--- src/sv/mvb_pkg.sv ---
// ----------------------------------------------------------------------------
// mvb_pkg
// Shared types, constants and the CRC-16/MCRF4XX byte update for the
// MAVLink 1.0 frame builder.
// ----------------------------------------------------------------------------
`default_nettype none

package mvb_pkg;

	// Default depth of the queue between front and back
	localparam int unsigned QueueDepth = 4;

	localparam logic [7:0]  StartByte = 8'hFE;
	localparam logic [15:0] CrcSeed   = 16'hFFFF;

	// Register indexes on the configuration port
	typedef enum logic [2:0] {
		REG_PAYLOAD_LEN   = 3'd0,
		REG_SYSTEM_ID     = 3'd1,
		REG_COMPONENT_ID  = 3'd2,
		REG_MESSAGE_ID    = 3'd3,
		REG_CRC_EXTRA     = 3'd4
	} reg_idx_t;

	// Configuration seen by front and back
	typedef struct packed {
		logic [7:0] payload_len;
		logic [7:0] system_id;
		logic [7:0] component_id;
		logic [7:0] message_id;
		logic [7:0] crc_seed_extra;
	} cfg_t;

	// One classified payload byte waiting in the queue
	typedef struct packed {
		logic [7:0] data;
		logic       first;
		logic       last;
	} beat_t;

	// Fold one byte into the running CRC (X.25 / MCRF4XX, no final xor)
	function automatic logic [15:0] crc_feed(input logic [15:0] crc, input logic [7:0] b);
		logic [7:0] t;
		t = b ^ crc[7:0];
		t = t ^ {t[3:0], 4'b0000};
		return {8'h00, crc[15:8]} ^ {t, 8'h00} ^ {5'b00000, t, 3'b000} ^ {12'h000, t[7:4]};
	endfunction

endpackage

`default_nettype wire

--- src/sv/mvb_front.sv ---
// ----------------------------------------------------------------------------
// mvb_front
// Accepts payload bytes, tracks the position in the frame and tags each
// byte as first and/or last of its frame before it enters the queue.
// ----------------------------------------------------------------------------
`default_nettype none

module mvb_front (
	input  wire logic          clk,
	input  wire logic          arst_n,
	input  wire logic          s_tvalid,
	output logic               s_tready,
	input  wire logic [7:0]    s_tdata,      // [7:0] payload_byte
	input  wire logic [7:0]    payload_len,
	input  wire logic          q_full,
	output logic               push,
	output mvb_pkg::beat_t     push_beat
);

	logic [7:0] pos_q;
	logic [7:0] pos_next;
	logic       is_last;

	// Accept whenever the queue has room
	assign s_tready = !q_full;
	assign push     = s_tvalid && !q_full;

	// Classify the beat by its place in the frame
	assign pos_next        = pos_q + 8'd1;
	assign is_last         = (pos_next == payload_len);
	assign push_beat.data  = s_tdata;
	assign push_beat.first = (pos_q == 8'd0);
	assign push_beat.last  = is_last;

	// Advance the payload counter, restart after the last byte
	always_ff @(posedge clk or negedge arst_n) begin
		if (!arst_n) begin
			pos_q <= 8'd0;
		end else if (push) begin
			pos_q <= is_last ? 8'd0 : pos_next;
		end
	end

endmodule

`default_nettype wire

--- src/sv/mvb_queue.sv ---
// ----------------------------------------------------------------------------
// mvb_queue
// Short first-in first-out queue of classified beats between front and back.
// ----------------------------------------------------------------------------
`default_nettype none

module mvb_queue #(
	parameter int unsigned DEPTH = mvb_pkg::QueueDepth
) (
	input  wire logic           clk,
	input  wire logic           arst_n,
	input  wire logic           push,
	input  wire mvb_pkg::beat_t push_beat,
	input  wire logic           pop,
	output mvb_pkg::beat_t      head,
	output logic                empty,
	output logic                full
);

	localparam int unsigned AW = (DEPTH > 1) ? $clog2(DEPTH) : 1;
	localparam int unsigned CW = $clog2(DEPTH + 1);

	mvb_pkg::beat_t mem_q [DEPTH];
	logic [AW-1:0]  wr_ptr_q;
	logic [AW-1:0]  rd_ptr_q;
	logic [CW-1:0]  count_q;

	assign empty = (count_q == CW'(0));
	assign full  = (count_q == CW'(DEPTH));
	assign head  = mem_q[rd_ptr_q];

	// Store incoming beats
	always_ff @(posedge clk) begin
		if (push) begin
			mem_q[wr_ptr_q] <= push_beat;
		end
	end

	// Advance pointers and fill count
	always_ff @(posedge clk or negedge arst_n) begin
		if (!arst_n) begin
			wr_ptr_q <= '0;
			rd_ptr_q <= '0;
			count_q  <= '0;
		end else begin
			if (push) begin
				wr_ptr_q <= (wr_ptr_q == AW'(DEPTH - 1)) ? '0 : wr_ptr_q + AW'(1);
			end
			if (pop) begin
				rd_ptr_q <= (rd_ptr_q == AW'(DEPTH - 1)) ? '0 : rd_ptr_q + AW'(1);
			end
			if (push && !pop) begin
				count_q <= count_q + CW'(1);
			end else if (pop && !push) begin
				count_q <= count_q - CW'(1);
			end
		end
	end

endmodule

`default_nettype wire

--- src/sv/mvb_back.sv ---
// ----------------------------------------------------------------------------
// mvb_back
// Serializes queued beats into the frame byte stream: header ahead of the
// first payload byte, CRC low and high bytes after the last one.
// ----------------------------------------------------------------------------
`default_nettype none

module mvb_back (
	input  wire logic           clk,
	input  wire logic           arst_n,
	input  wire mvb_pkg::cfg_t  cfg,
	input  wire logic           q_empty,
	input  wire mvb_pkg::beat_t q_head,
	output logic                pop,
	output logic                m_tvalid,
	input  wire logic           m_tready,
	output logic [7:0]          m_tdata,     // [7:0] frame_byte
	output logic                m_tlast      // end_of_frame
);

	typedef enum logic [3:0] {
		ST_FETCH,
		ST_LEN,
		ST_SEQ,
		ST_SYS,
		ST_COMP,
		ST_MSG,
		ST_PAY,
		ST_CRC_LO,
		ST_CRC_HI
	} state_t;

	state_t         state_q, state_n;
	mvb_pkg::beat_t cur_q, cur_n;
	logic [15:0]    crc_q, crc_n, crc_x;
	logic [7:0]     seq_q, seq_n;
	logic           tvalid_q, tlast_q;
	logic [7:0]     tdata_q;
	logic           ld;
	logic           emit, elast, feed;
	logic [7:0]     ebyte;

	assign m_tvalid = tvalid_q;
	assign m_tdata  = tdata_q;
	assign m_tlast  = tlast_q;

	// Load a new byte when the output register is empty or being taken
	assign ld    = !tvalid_q || m_tready;
	assign crc_x = mvb_pkg::crc_feed(crc_q, cfg.crc_seed_extra);

	// Pick the next byte of the frame
	always_comb begin
		state_n = state_q;
		cur_n   = cur_q;
		seq_n   = seq_q;
		crc_n   = crc_q;
		pop     = 1'b0;
		emit    = 1'b0;
		elast   = 1'b0;
		feed    = 1'b0;
		ebyte   = cur_q.data;
		if (ld) begin
			unique case (state_q)
				ST_FETCH: begin
					if (!q_empty) begin
						pop   = 1'b1;
						cur_n = q_head;
						emit  = 1'b1;
						if (q_head.first) begin
							ebyte   = mvb_pkg::StartByte;
							crc_n   = mvb_pkg::CrcSeed;
							state_n = ST_LEN;
						end else begin
							ebyte   = q_head.data;
							feed    = 1'b1;
							state_n = q_head.last ? ST_CRC_LO : ST_FETCH;
						end
					end
				end
				ST_LEN: begin
					emit    = 1'b1;
					ebyte   = cfg.payload_len;
					feed    = 1'b1;
					state_n = ST_SEQ;
				end
				ST_SEQ: begin
					emit    = 1'b1;
					ebyte   = seq_q;
					feed    = 1'b1;
					state_n = ST_SYS;
				end
				ST_SYS: begin
					emit    = 1'b1;
					ebyte   = cfg.system_id;
					feed    = 1'b1;
					state_n = ST_COMP;
				end
				ST_COMP: begin
					emit    = 1'b1;
					ebyte   = cfg.component_id;
					feed    = 1'b1;
					state_n = ST_MSG;
				end
				ST_MSG: begin
					emit    = 1'b1;
					ebyte   = cfg.message_id;
					feed    = 1'b1;
					seq_n   = seq_q + 8'd1;
					state_n = ST_PAY;
				end
				ST_PAY: begin
					emit    = 1'b1;
					ebyte   = cur_q.data;
					feed    = 1'b1;
					state_n = cur_q.last ? ST_CRC_LO : ST_FETCH;
				end
				ST_CRC_LO: begin
					emit    = 1'b1;
					ebyte   = crc_x[7:0];
					crc_n   = crc_x;
					state_n = ST_CRC_HI;
				end
				ST_CRC_HI: begin
					emit    = 1'b1;
					ebyte   = crc_q[15:8];
					elast   = 1'b1;
					crc_n   = mvb_pkg::CrcSeed;
					state_n = ST_FETCH;
				end
				default: begin
					state_n = ST_FETCH;
				end
			endcase
			if (feed) begin
				crc_n = mvb_pkg::crc_feed(crc_q, ebyte);
			end
		end
	end

	// Hold sequencer state and the output register
	always_ff @(posedge clk or negedge arst_n) begin
		if (!arst_n) begin
			state_q  <= ST_FETCH;
			crc_q    <= mvb_pkg::CrcSeed;
			seq_q    <= 8'd0;
			tvalid_q <= 1'b0;
			tlast_q  <= 1'b0;
			tdata_q  <= 8'd0;
			cur_q    <= '0;
		end else begin
			state_q <= state_n;
			crc_q   <= crc_n;
			seq_q   <= seq_n;
			cur_q   <= cur_n;
			if (ld) begin
				tvalid_q <= emit;
				tdata_q  <= ebyte;
				tlast_q  <= elast;
			end
		end
	end

endmodule

`default_nettype wire

--- src/sv/mavlink_v1_frame_builder.sv ---
// ----------------------------------------------------------------------------
// mavlink_v1_frame_builder
// MAVLink 1.0 framer: payload bytes in, framed byte stream with CRC out.
// ----------------------------------------------------------------------------
// Mid-frame, one payload byte goes in and one frame byte comes out per cycle
// while the output is not stalled. The back sequencer sends the start byte
// and five header bytes before the first payload byte of a frame and two CRC
// bytes after the last; it loads one byte into the output register per cycle
// while that register is empty or being taken. A queue of QUEUE_DEPTH beats
// lets the input keep taking bytes while the header or CRC is being sent.
// Registers sit at byte addresses 0x00 payload_len, 0x04 system_id,
// 0x08 component_id, 0x0C message_id, 0x10 crc_seed_extra; write them only
// while the block is idle.
// ----------------------------------------------------------------------------
`default_nettype none

module mavlink_v1_frame_builder #(
	parameter int unsigned QUEUE_DEPTH = mvb_pkg::QueueDepth
) (
	input  wire logic        clk,
	input  wire logic        arst_n,
	// configuration port
	input  wire logic        psel,
	input  wire logic        penable,
	input  wire logic        pwrite,
	input  wire logic [4:0]  paddr,
	input  wire logic [31:0] pwdata,
	output logic [31:0]      prdata,
	output logic             pready,
	// payload in
	input  wire logic        s_tvalid,
	output logic             s_tready,
	input  wire logic [7:0]  s_tdata,    // [7:0] payload_byte
	// frame out
	output logic             m_tvalid,
	input  wire logic        m_tready,
	output logic [7:0]       m_tdata,    // [7:0] frame_byte
	output logic             m_tlast     // end_of_frame
);

	mvb_pkg::cfg_t     cfg_q;
	mvb_pkg::reg_idx_t reg_idx;
	mvb_pkg::beat_t    push_beat, q_head;
	logic              push, pop, q_empty, q_full;
	logic              wr_en;

	assign pready  = 1'b1;
	assign reg_idx = mvb_pkg::reg_idx_t'(paddr[4:2]);
	assign wr_en   = psel && penable && pwrite && pready;

	// Write configuration registers
	always_ff @(posedge clk or negedge arst_n) begin
		if (!arst_n) begin
			cfg_q.payload_len    <= 8'd9;
			cfg_q.system_id      <= 8'd51;
			cfg_q.component_id   <= 8'd68;
			cfg_q.message_id     <= 8'd109;
			cfg_q.crc_seed_extra <= 8'd185;
		end else if (wr_en) begin
			unique case (reg_idx)
				mvb_pkg::REG_PAYLOAD_LEN:  cfg_q.payload_len    <= pwdata[7:0];
				mvb_pkg::REG_SYSTEM_ID:    cfg_q.system_id      <= pwdata[7:0];
				mvb_pkg::REG_COMPONENT_ID: cfg_q.component_id   <= pwdata[7:0];
				mvb_pkg::REG_MESSAGE_ID:   cfg_q.message_id     <= pwdata[7:0];
				mvb_pkg::REG_CRC_EXTRA:    cfg_q.crc_seed_extra <= pwdata[7:0];
				default: begin
				end
			endcase
		end
	end

	// Read back configuration registers
	always_comb begin
		unique case (reg_idx)
			mvb_pkg::REG_PAYLOAD_LEN:  prdata = {24'd0, cfg_q.payload_len};
			mvb_pkg::REG_SYSTEM_ID:    prdata = {24'd0, cfg_q.system_id};
			mvb_pkg::REG_COMPONENT_ID: prdata = {24'd0, cfg_q.component_id};
			mvb_pkg::REG_MESSAGE_ID:   prdata = {24'd0, cfg_q.message_id};
			mvb_pkg::REG_CRC_EXTRA:    prdata = {24'd0, cfg_q.crc_seed_extra};
			default:                   prdata = 32'd0;
		endcase
	end

	mvb_front u_front (
		.clk         (clk),
		.arst_n      (arst_n),
		.s_tvalid    (s_tvalid),
		.s_tready    (s_tready),
		.s_tdata     (s_tdata),
		.payload_len (cfg_q.payload_len),
		.q_full      (q_full),
		.push        (push),
		.push_beat   (push_beat)
	);

	mvb_queue #(
		.DEPTH (QUEUE_DEPTH)
	) u_queue (
		.clk       (clk),
		.arst_n    (arst_n),
		.push      (push),
		.push_beat (push_beat),
		.pop       (pop),
		.head      (q_head),
		.empty     (q_empty),
		.full      (q_full)
	);

	mvb_back u_back (
		.clk      (clk),
		.arst_n   (arst_n),
		.cfg      (cfg_q),
		.q_empty  (q_empty),
		.q_head   (q_head),
		.pop      (pop),
		.m_tvalid (m_tvalid),
		.m_tready (m_tready),
		.m_tdata  (m_tdata),
		.m_tlast  (m_tlast)
	);

endmodule

`default_nettype wire

--- config.mk ---
export PLATFORM = sky130hd
export DESIGN_NAME = mavlink_v1_frame_builder
export DESIGN_NICKNAME = d
export VERILOG_FILES = /design/src/sv/mvb_pkg.sv /design/src/sv/mvb_front.sv /design/src/sv/mvb_queue.sv /design/src/sv/mvb_back.sv /design/src/sv/mavlink_v1_frame_builder.sv
export SDC_FILE = /design/constraint.sdc
export NUM_CORES = 1
export LEC_CHECK = 0
export BUFFER_PORTS_ARGS = -buffer_cell sky130_fd_sc_hd__buf_2
export CAP_MARGIN = 10
export CORE_ASPECT_RATIO = 0.6
export CORE_MARGIN = 4
export CORE_UTILIZATION = 40
export DETAILED_ROUTE_END_ITERATION = 8
export SYNTH_ARGS = -nofsm -noshare
export SYNTH_HDL_FRONTEND = slang
export SYNTH_HIERARCHICAL = 1
export SYNTH_SLANG_ARGS = --single-unit
--- constraint.sdc ---
create_clock -name clk -period 3.58 [get_ports clk]
set_input_delay 0.179 -clock clk [delete_from_list [all_inputs] [get_ports clk]]
set_output_delay 0.179 -clock clk [all_outputs]
set_load 0.01 [all_outputs]
---- After elaboration in Yosys (flattened, before gate mapping) ----
Memories as Yosys holds them, arrays and structs flattened.
Index checks and enable logic that the tools add are counted.
storage, ports and cells
  register bits ........................... 102
  bits in writable memories ............... 40
  input bits .............................. 52
  output and inout port bits .............. 44
  logic and storage cells ................. 111
  memories kept ........................... 1
operators by class
  add/sub/neg operators ................... 6
  equality and inequality tests ........... 19
  muxes and demuxes ....................... 30
  bitwise operators ....................... 11
  reductions and logical operators ........ 27
memories
  memory         depth  width  read ports  clocked after memory_dff  wr ports  RTL line         text
  u_queue.mem_q  4      10     1           0                         1         mvb_queue.sv:23  mvb_pkg::beat_t mem_q [DEPTH];
operator list
  operator                                                               count
  8-bit case mux with 8 select lines                                     1
  16-bit two-way mux                                                     3
  16-bit case mux with 3 select lines                                    1
  8-bit case mux with 5 select lines                                     1
  8-bit two-way mux                                                      4
  4-bit case mux with 8 select lines                                     1
  16-bit by 11-bit bitwise XOR with 16-bit output                        2
  16-bit by 4-bit bitwise XOR with 16-bit output                         2
  8-bit by 16-bit bitwise XOR with 16-bit output                         2
  8-bit bitwise XOR                                                      4
  8-bit by 1-bit adder with 8-bit output, second input constant          2
  4-bit by 3-bit equality test with 1-bit output, second input constant  4
  2-bit AND reduction                                                    7
  3-bit two-way mux                                                      4
  1-bit two-way mux                                                      9
  4-bit by 2-bit equality test with 1-bit output, second input constant  2
  8-bit equality test                                                    1
  8-bit logical NOT                                                      1
  4-bit two-way mux                                                      2
  8-bit OR reduction                                                     1
  3-bit by 2-bit equality test with 1-bit output, second input constant  2
  3-bit equality test, second input constant                             2
  3-bit logical NOT                                                      2
  6-bit OR reduction                                                     1
  other kinds (21)                                                       32

---- Logic depth before layout (Yosys ltp) ----
  depth in word-level cells ............... 13
  depth in mapped cells ................... 11
  mapped depth without buffers ............ 10

---- Modules after synthesis ----
Netlist, hierarchy kept.
modules (own cells, without submodules)
  module                    times used  cells an instance  area each (µm²)  sequential area each (µm²)
  mvb_back                  1           385                3510.9           1196.1
  mavlink_v1_frame_builder  1           158                2140.8           1023.5
  mvb_queue                 1           89                 1861.8           1376.3
  mvb_front                 1           96                 813.3            200.2

---- Worst setup path after synthesis ----
OpenSTA, ideal clock, no wires.
  path kind ............................... register to register
  start ................................... register u_queue.rd_ptr_q[0]
  end ..................................... register u_back.crc_q[10]
  library setup time ...................... 0.088 ns
  data arrival time ....................... 2.810 ns
  required time ........................... 3.492 ns
  setup slack ............................. 0.681 ns
  stages on the path, launching flop included .. 11
  buffers on the path ..................... 1
  clock period less this slack ............ 2.899 ns
  cell sequence ........................... dfrtp_1 mux4_1 clkbuf_1 nor2_1 o32ai_1 or3_1 a221o_1 xor2_1 xnor3_1 o22ai_1 o21ai_1
RTL lines
  element                   RTL line         text
  start: declaration        mvb_queue.sv:25  logic [AW-1:0] rd_ptr_q;
  start signal: assignment  mvb_queue.sv:50  rd_ptr_q <= (rd_ptr_q == AW'(DEPTH - 1)) ? '0 : rd_ptr_q + AW'(1);
  end signal: assignment    mvb_back.sv:144  crc_q <= mvb_pkg::CrcSeed;
  end signal: assignment    mvb_back.sv:152  crc_q <= crc_n;
  end: declaration          mvb_back.sv:35   logic [15:0] crc_q, crc_n, crc_x;

==> impl_results.md <==
- Status: finished, final reports clean
- Syn avg cell area: about 11 um^2
- Fin. Hold Viols: 0
- Non-Filler Instances: ~1100
- Async SR Flop Fraction: 71.8%
- DRT iter0 DRCs: roughly 700
- Maximum vdd drop: approximately 0.45 mV
- Number of flops mapped to enable cells by yosys: 40
- IO buf count: 44
- Synth warnings: 6
- Post-synth top area share: about a fifth
- Hold Crit Start: pwdata[0]
- H-tree depth: 4
- Max-cap violations: 0
- Die area: 23300 um^2
- Sequential area share after synthesis: 45.6%
- Clock Latency Late Sink: 0.43 ns
- Total CTS buffers: 17
- CP endpoint kind: flip-flop
- CTS tree: yes
- Synthesized flop and latch total: approximately 140
- Cell taking the most area after synthesis: dfrtp_1
- GR Overflow Total: 0
- Leak pwr: between 3 and 4 nW
- GRT Total Usage: approximately a fifth
- DRT Wirelength: between 20000 and 25000 um
- Worst r2r src: u_queue/rd_ptr_q[0]
- Final Instance Area: roughly 9300 um^2
- I/O Pins: 96
- Final Max Slew Viols: 0
- Nets: slightly above 800
- Layout Skew: between 0.008 and 0.009 ns
- Top FF cell, synth: dfrtp_1
- Vias in the first global route: between 5000 and 6000
- Setup Fix Bufs, Post-CTS: 0
- HP Class: in -> reg
- Share of cells above drive strength 1: between 30% and 40%
- Critical path type: reg -> reg
- Worst R2R Path Depth: 11
- Hold EP: cfg_q[32]
- Global-route wire length before repair: between 30000 and 40000 um
- Slew HR: 32.9%
- ANT nets after route: 0
- Period Utilization, post-route: around nine tenths
- Power, Total: roughly 9.4 mW
- Cells after Synth: 728
- Cell Count Post-Placement: 1013
- Top cells by area, synth: dfrtp_1, edfxtp_1, dfstp_2, mux2_2, xnor2_1
- RSZ-0062 raised after global routing: no
- Setup_tns: 0 ns
- Crit path launch type: flip-flop
- Hold slack: 0.0698 ns
- Slew @ Worst Pin: approximately 1.0 ns
- Period minus WS final: approximately 3.2 ns
- Most frequent cells after synthesis: dfrtp_1, mux2_2, nor2_1
- WP data required: 3.92 ns
- Antenna diode count: 0
- Die Y: 120 um
- Largest net degree at the start of global routing: 50
- Clk root buf: clkbuf_16
- CTS Hold Bufs: 9
- Antenna violations before repair: 0
- Cell area after synthesis: between 8000 and 9000 um^2
- Via Count: roughly 5900
- # rows: 40
- Pre-antenna DRT Iters: 8
- Cell variety after synth: 94
- WHS Path Cells: 2
- Global placer's final weighted congestion: around 0.9
- R2R setup slack: slightly below 0.4 ns
- Reg-to-reg critical path endpoint: u_back/crc_q[3]
- Crit path DAT: roughly 3.5 ns
- Vias per cell: 5.55
- Top-count cell post-synth: dfrtp_1
- Clock sink count: between 100 and 150
- DP HPWL: approximately 16000 um
- CP Max Fanout: 12
- Core box area: just over 20000 um^2
- Area post-placement: slightly below 9000 um^2
- Fmax achieved: 0.313 GHz
- CTS resizes: 0
- Clock Path Buffers: 2
- Finish-stage setup viols: 0
- Wire per inst: between 20 and 25 um
- Initial core utilization: between 40% and 50%
- DR DRC count: 0
- Die W: slightly below 200 um
- Clock transition at path regs: 0.07 ns
- Pwr dens: ~1000 nW/um^2
- Synthesis-to-layout area growth: 12.2%
## registers in the layout, summed over array words and instances, names as in the netlist, 3 cells and up
| name | flops |
|---|---|
| cfg_q | 40 |
| u_queue/mem_q | 40 |
| u_back/crc_q | 16 |
| u_back/cur_q | 9 |
| u_back/m_tdata | 8 |
| u_back/seq_q | 8 |
| u_front/pos_q | 8 |
| u_back/state_q | 4 |
| u_queue/count_q | 3 |
## worst max-delay path by stage
stage,start,endpoint,cells after the start
5_1_grt,u_queue/rd_ptr_q[0],u_back/crc_q[3],11
3_3_place_gp,u_queue/rd_ptr_q[0],u_back/crc_q[3],11
4_1_cts,u_queue/rd_ptr_q[0],u_back/crc_q[3],11
3_5_place_dp,u_queue/rd_ptr_q[0],u_back/crc_q[3],11
6_report,u_queue/rd_ptr_q[0],u_back/crc_q[3],11
2_1_floorplan,u_queue/rd_ptr_q[0],u_back/crc_q[10],10
## routing by layer
layer  vias to the layer above  GRT usage [%]  wire, um
met1                      2955           29.9     11100
met3                        12           4.91      1450
met5                         -              0         0
met4                         0           4.21       160
met2                       184           27.0      9450
li1                       2699              -         -
## metrics by stage
stage	util, %	worst slack [ns]
floorplan	-	0.681
global placement	42.8	0.532
detailed placement	42.8	0.441
CTS	46.2	0.416
global route	46.2	0.182
finish	46.2	0.387
## layout by cell type, fill, tap and decap left out, drive strengths merged, types with 6 or more instances in the layout
cell	instances
inv	20
nor3b	8
clkbuf	17
dfrtp	68
a21oi	17
buf	66
o21ai	30
o32ai	6
edfxtp	40
dlygate4sd3	9
nor2	56
nand3b	8
a221o	6
mux2i	8
xnor2	34
conb	25
nor3	14
mux2	66
mux4	10
a22oi	11
nand2	48
dfstp	34
o211ai	8
a32oi	11
o22ai	9
ha	9
nor2b	9
xor2	27
nand3	14
## layout make-up
| cell class | instances | area (um^2) |
|---|---|---|
| Clock inverter | 15 | 174 |
| Tap cell | 273 | 342 |
| Fill cell | 1865 | 10900 |
| Multi-Input combinational cell | 520 | 4070 |
| Clock buffer | 17 | 425 |
| Timing Repair Buffer | 75 | 490 |
| Sequential cell | 142 | 3800 |
| Inverter | 12 | 45.0 |
## critical path, stage by stage, from the launching register on
cell     delay, ns
dfrtp_1       0.37
buf_4         0.25
mux4_2        0.57
nor2_1        0.18
o32ai_1       0.10
or3_1         0.31
a221o_1       0.31
xor2_1        0.25
buf_4         0.18
xor2_1        0.22
xor2_1        0.23
a31oi_1       0.12
## cells by family after synthesis
family                     Yosys count  share of synthesized area, %
other                                2                        0.0902
adders and majority gates           10                          1.59
and+or+nand+nor                    202                          13.6
buffers and inverters               89                          6.52
muxes                               84                          13.0
AOI/OAI and AO/OA                  135                          12.0
xor gates and xnor gates            64                          7.63
DFF                                142                          45.6
## power by group
part           switching, mW  total (mW)  leakage [nW]  internal [mW]
sequential             0.558        2.87          1.58           2.31
clock                  0.777        1.83         0.287           1.05
combinational           2.58        4.69          1.95           2.11
No activity file was read; power rests on OpenSTA's default activity.
